### src/rtl/ins_sort_pkg.sv
// Shared types and defaults for the insertion sorter.
// No dependencies; used by ins_sort_cell and insertion_sorter.
package ins_sort_pkg;

  localparam int unsigned DEPTH_DEF       = 16;
  localparam int unsigned VALUE_WIDTH_DEF = 32;

  // Sorter phase: collect values, then emit the sorted run
  typedef enum logic {
    ST_FILL,
    ST_DRAIN
  } state_t;

  // Per-cycle command broadcast to every cell in the chain
  typedef struct packed {
    logic insert;   // a new value is written into the chain
    logic shift;    // the chain moves one place toward cell 0
  } cell_ctrl_t;

endpackage

### src/rtl/ins_sort_cell.sv
// One cell of the sorting chain: holds a single value and its valid bit.
// Depends on ins_sort_pkg for the cell control struct.
module ins_sort_cell #(
  parameter int unsigned VALUE_WIDTH = ins_sort_pkg::VALUE_WIDTH_DEF
) (
  input  logic                          clk,
  input  logic                          rst_n,
  input  ins_sort_pkg::cell_ctrl_t      ctrl,
  input  logic signed [VALUE_WIDTH-1:0] new_val,
  input  logic                          left_gt,
  input  logic signed [VALUE_WIDTH-1:0] left_val,
  input  logic                          left_vld,
  input  logic signed [VALUE_WIDTH-1:0] right_val,
  input  logic                          right_vld,
  output logic signed [VALUE_WIDTH-1:0] val,
  output logic                          vld,
  output logic                          gt
);
  import ins_sort_pkg::*;

  logic signed [VALUE_WIDTH-1:0] val_r, val_nxt;
  logic                          vld_r, vld_nxt;

  // An empty cell counts as greater than any value
  assign gt = !vld_r || (val_r > new_val);

  // Shift toward the head when draining; on insert take the left
  // neighbor's entry, or the new value if this is the insertion point
  always_comb begin
    val_nxt = val_r;
    vld_nxt = vld_r;
    if (ctrl.shift) begin
      val_nxt = right_val;
      vld_nxt = right_vld;
    end else if (ctrl.insert && gt) begin
      if (left_gt) begin
        val_nxt = left_val;
        vld_nxt = left_vld;
      end else begin
        val_nxt = new_val;
        vld_nxt = 1'b1;
      end
    end
  end

  always_ff @(posedge clk) begin
    if (!rst_n) begin
      vld_r <= 1'b0;
    end else begin
      vld_r <= vld_nxt;
    end
  end

  always_ff @(posedge clk) begin
    val_r <= val_nxt;
  end

  assign val = val_r;
  assign vld = vld_r;

endmodule

### src/rtl/insertion_sorter.sv
// Top level of the streaming insertion sorter: a chain of DEPTH cells.
// Depends on ins_sort_pkg and ins_sort_cell.
//
// Values are taken one per cycle and placed into a chain of DEPTH cells in
// the same cycle: every cell compares the new value against its own entry,
// and the cells at and beyond the insertion point move one place down.
// Equal values keep their arrival order. A value that arrives when all
// cells are full is dropped and every result of that set carries
// out_overflow. On a request with in_last the value is inserted and the
// chain then drains from cell 0, one result per cycle unless out_stall
// holds it, in ascending order, with out_last on the final one. During the
// drain in_stall is high, so the block takes no value of the next set until
// the final result of this one has been taken.
module insertion_sorter #(
  parameter int unsigned DEPTH       = ins_sort_pkg::DEPTH_DEF,
  parameter int unsigned VALUE_WIDTH = ins_sort_pkg::VALUE_WIDTH_DEF
) (
  input  logic                          clk,
  input  logic                          rst_n,
  input  logic                          in_valid,
  output logic                          in_stall,
  input  logic signed [VALUE_WIDTH-1:0] in_value,
  input  logic                          in_last,
  output logic                          out_valid,
  input  logic                          out_stall,
  output logic signed [VALUE_WIDTH-1:0] out_value,
  output logic                          out_last,
  output logic                          out_overflow
);
  import ins_sort_pkg::*;

  state_t     state_r, state_nxt;
  logic       dropped_r, dropped_nxt;
  cell_ctrl_t ctrl;
  logic       in_acc, out_acc, full;

  logic signed [VALUE_WIDTH-1:0] cell_val [DEPTH];
  logic        [DEPTH-1:0]       cell_vld;
  logic        [DEPTH-1:0]       cell_gt;

  assign in_acc  = in_valid && !in_stall;
  assign out_acc = out_valid && !out_stall;
  assign full    = cell_vld[DEPTH-1];

  // Drop the value when the chain is full
  assign ctrl.insert = in_acc && !full;
  assign ctrl.shift  = out_acc;

  // Build the chain
  for (genvar i = 0; i < DEPTH; i++) begin : g_cell
    logic                          l_gt, l_vld, r_vld;
    logic signed [VALUE_WIDTH-1:0] l_val, r_val;

    if (i == 0) begin : g_head
      assign l_gt  = 1'b0;
      assign l_vld = 1'b0;
      assign l_val = '0;
    end else begin : g_body
      assign l_gt  = cell_gt[i-1];
      assign l_vld = cell_vld[i-1];
      assign l_val = cell_val[i-1];
    end

    if (i == DEPTH - 1) begin : g_tail
      assign r_vld = 1'b0;
      assign r_val = '0;
    end else begin : g_inner
      assign r_vld = cell_vld[i+1];
      assign r_val = cell_val[i+1];
    end

    ins_sort_cell #(
      .VALUE_WIDTH (VALUE_WIDTH)
    ) u_cell (
      .clk       (clk),
      .rst_n     (rst_n),
      .ctrl      (ctrl),
      .new_val   (in_value),
      .left_gt   (l_gt),
      .left_val  (l_val),
      .left_vld  (l_vld),
      .right_val (r_val),
      .right_vld (r_vld),
      .val       (cell_val[i]),
      .vld       (cell_vld[i]),
      .gt        (cell_gt[i])
    );
  end

  // Next state: drain after the last request, refill after the last result
  always_comb begin
    state_nxt = state_r;
    unique case (state_r)
      ST_FILL: begin
        if (in_acc && in_last) begin
          state_nxt = ST_DRAIN;
        end
      end
      ST_DRAIN: begin
        if (out_acc && out_last) begin
          state_nxt = ST_FILL;
        end
      end
      default: state_nxt = ST_FILL;
    endcase
  end

  // Overflow mark: set on a dropped value, clear once the run is out
  always_comb begin
    dropped_nxt = dropped_r;
    if (in_acc && full) begin
      dropped_nxt = 1'b1;
    end else if (out_acc && out_last) begin
      dropped_nxt = 1'b0;
    end
  end

  always_ff @(posedge clk) begin
    if (!rst_n) begin
      state_r   <= ST_FILL;
      dropped_r <= 1'b0;
    end else begin
      state_r   <= state_nxt;
      dropped_r <= dropped_nxt;
    end
  end

  // Outputs: the head cell drives the result channel
  always_comb begin
    in_stall  = 1'b0;
    out_valid = 1'b0;
    unique case (state_r)
      ST_FILL:  in_stall = 1'b0;
      ST_DRAIN: begin
        in_stall  = 1'b1;
        out_valid = cell_vld[0];
      end
      default: in_stall = 1'b0;
    endcase
  end

  assign out_value    = cell_val[0];
  assign out_last     = cell_vld[0] && !cell_vld[1];
  assign out_overflow = dropped_r;

`ifndef SYNTHESIS
  // A last request always starts a run on the next cycle
  a_last_starts_run: assert property (@(posedge clk) disable iff (!rst_n)
    in_acc && in_last |=> out_valid)
    else $error("no result after last request");

  // The chain is empty once the final result is taken
  a_empty_after_run: assert property (@(posedge clk) disable iff (!rst_n)
    out_acc && out_last |=> !out_valid && !cell_vld[0])
    else $error("chain not empty after final result");

  // Occupied cells form a contiguous run from the head
  a_thermometer: assert property (@(posedge clk) disable iff (!rst_n)
    (cell_vld[DEPTH-1:1] & ~cell_vld[DEPTH-2:0]) == '0)
    else $error("gap in chain occupancy");

  // A request on a full chain marks the set as overflowed
  a_drop_marks: assert property (@(posedge clk) disable iff (!rst_n)
    in_acc && full |=> dropped_r)
    else $error("dropped value not flagged");
`endif

endmodule

### config.mk
export PLATFORM = sky130hd
export DESIGN_NAME = insertion_sorter
export DESIGN_NICKNAME = d
export VERILOG_FILES = /design/src/rtl/ins_sort_pkg.sv /design/src/rtl/ins_sort_cell.sv /design/src/rtl/insertion_sorter.sv
export SDC_FILE = /design/constraint.sdc
export NUM_CORES = 2
export LEC_CHECK = 0
export ABC_AREA = 1
export ABC_CLOCK_PERIOD_IN_PS = 6300
export BUFFER_PORTS_ARGS = -buffer_cell sky130_fd_sc_hd__buf_2
export CAP_MARGIN = 15
export CORE_MARGIN = 2
export CORE_UTILIZATION = 64
export DETAILED_ROUTE_END_ITERATION = 6
export GPL_TIMING_DRIVEN = 0
export PLACE_DENSITY_LB_ADDON = 0.12
export SYNTH_ARGS = -nofsm -noshare
export SYNTH_HDL_FRONTEND = slang
export SYNTH_SLANG_ARGS = --single-unit
export TNS_END_PERCENT = 100
### constraint.sdc
create_clock -name clk -period 6.3 [get_ports clk]
set_input_delay 0.63 -clock clk [delete_from_list [all_inputs] [get_ports clk]]
set_output_delay 0.63 -clock clk [all_outputs]
set_load 0.005 [all_outputs]
==> results.cfg <==
[global_route]
first_global_vias = 34702
grt_pass1_wl_um = 208000
overflow = 0
grt_max_degree = 35
grt_usage_pct = 44.0
antenna_found_initial = 0

[clock_network]
cts_inserted_buffers = 59
clockBufferDepth = 3
cts_tree = done
clk_latency_ps = 650
cts_resized = 0
htreeDepth = 2
cts.sinks = 530
cts.clk_slew.worst_paths_ps = 60
hold_buffers = 0
clockRootBuffer = clkbuf_16
cts_setup_buffers = 0

[route]
met1_length_um = 53700
drt-initial-drc-count = 5843
routedWlPerCell_um = 23.1
detail_route.wirelength_um = 143000
via_per_inst = 6.23
post-route-drc-count = 2
highest_layer = met4
firstDrtPassIters = 7
wl_met3_um = 21600
wl_met2_um = 56000
antenna_left = 0
vias = 38376

[sta]
post-route-period-util_pct = 69.1
hold_viol = 0
drv_slew = 0
slew-limit-headroom_pct = 14.8
hold_slack_ps = 226
fin_ws_ps = 1950
fin_skew_ps = 18.2
grt_setup_unrepaired = false
worst_pin_slew_ps = 1280
max_freq_mhz = 230
fin_crit_ps = 4350
finalSetupTns_ps = 0
finalSetupViolations = 0

[floorplan]
die_area_mm2 = 0.0639
die_x_um = 253
num_rows = 91
start_util_pct = 64.4
core_area_mm2 = 0.0615
die_y_um = 253
ios = 73

[synthesis]
yosysTopAreaCellShare_pct = 36.4
avgSynthCellArea_um2 = 7.67
synth_warnings = 0
synth_fp_nets = 5680
synthMostInstantiatedCell = nand2_1
syn_area_mm2 = 0.0396
synth-seq-area-share_pct = 38.9
synth_area_leaders = edfxtp_1 (36%), ha_1 (15%), nand2_1 (15%), nand3_1 (7.5%), inv_1 (6.2%)
synth_edf_count = 480
async_flop_share_pct = 0
synth_cell_types = 35
ys_ff_latch = 530
synth_top_cell_by_area = edfxtp_1
syn_inst = 5163
synthTopCellsByCount = nand2_1 (1554), inv_1 (654), nand3_1 (590), edfxtp_1 (480), ha_1 (480)
synth_ff_type = edfxtp_1

[placement]
place_ws_ps = 1440
hpwlAfterDp_um = 107000
port_buffers = 71
gp_congestion = 1.00

[critical_path]
max_stage_delay_ps = 900
arrival_ps = 4880
crit_type = input pin to flop
crit_family = simple AND/OR/NAND/NOR gates
cp_cell_sequence = buf_2, inv_1, clkbuf_2, ha_1, nand2_1, nor4_1, nand2_1, nand2_1, nand2_1, nand3_1, nand3_2, nand2_4, nand2_1, nand2_2, nand2_1, nand2_1, nor2_1
slowest_stage = clkbuf_2
worstPathRequired_ps = 6830
start_kind = input pin
path_common_cell = nand2_1
worst-path-buf-inv = 3
crit_fanout = 34
r2r_slack_ps = 2870
worst_setup_path_end_kind = flop

[cells_and_area]
layout.nets = 5833
drive_gt1_share_pct = 7.01
syn_to_final_growth_pct = 9.48

[power_and_ir_drop]
power.density_mw_per_mm2 = 300
p_total_w = 0.0130
power.leakage_nw = 21.3
ir_drop_v = 0.000240

[worst_hold_path]
hold_class = input pin to flop

[run_status]
status = finished, violations left
failed_checks = design-rule violations

[run]
cap_violations = 0
-- placed cells by master (no fill, tap or decap), drive strengths merged, types with 35 or more instances in the layout --
cell    Yosys  routed
nand2    1571    1571
inv       666     666
nand3     592     592
o21ai     552     552
ha        480     480
edfxtp    480     480
a21oi     259     259
buf       153     245
clkbuf    107     194
nor2      143     143
dfxtp      50      50
nand4      35      35
-- state kept, by name, summed over array words and instances, names as in the netlist --
signal and flops:
state_r 1, out_overflow 1, g_cell.u_cell.vld 16, g_cell.u_cell.val 512
-- tightest hold or removal path: stages --
cell	delay, ps
buf_2	80
nand3_1	60
o21ai_0	70
-- cells by family after synthesis --
logic type               count (synthesis)  share of synthesized area (%)
AO/OA/AOI/OAI                          844                           10.9
adder cells (fa/ha/maj)                480                           15.2
buffers and inverters                  928                           9.73
flip-flops                             530                           38.9
AND/OR/NAND/NOR                       2381                           25.3
-- where the power goes --
| group | internal, W | switching (W) | total [W] |
|---|---|---|---|
| Clock | 0.00193 | 0.00154 | 0.00347 |
| Sequential | 0.00473 | 0.000394 | 0.00513 |
| Combinational | 0.00148 | 0.00295 | 0.00443 |
| Total | 0.00814 | 0.00488 | 0.0130 |
-- metrics by stage --
stage               utilization, %  instances  instance area (um2)
floorplan                        -       5163                39600
global placement              66.6       6024                41000
detailed placement            67.5       6045                41500
CTS                           70.5       6156                43400
global route                  70.5       6156                43400
finish                        70.5       6158                43400
-- per-layer routing --
metal / up-vias / global-route usage, %
li1: 17586 / -
met1: 17391 / 60.2
met2: 2942 / 61.5
met3: 457 / 10.8
met4: 0 / 29.6
met5: - / 0
-- cell type report --
cell class	count	area, um2
multi-input combinational	3705	20300
inverter	668	2510
clock buffer	87	1730
fill	5105	18100
clock inverter	24	141
buffer	260	1360
antenna	2	5.00
sequential	530	15400
timing repair buffer	92	876
tap	790	988
-- final timing paths --
| kind | end | cells after the start | startpoint |
|---|---|---|---|
| worst max-delay path | g_cell[9].u_cell.vld$_SDFFE_PN0P_ | 17 | in_value[11] |
| worst min-delay path | state_r$_SDFF_PN0_ | 3 | in_last |
| worst max register to register | g_cell[0].u_cell.val[23]$_DFFE_PP_ | 13 | g_cell[0].u_cell.val[31]$_DFFE_PP_ |
| worst min register to register | g_cell[15].u_cell.val[5]$_SDFFE_PP0P_ | 2 | g_cell[15].u_cell.val[5]$_SDFFE_PP0P_ |
Note: power is estimated with default switching activity, not from simulation.
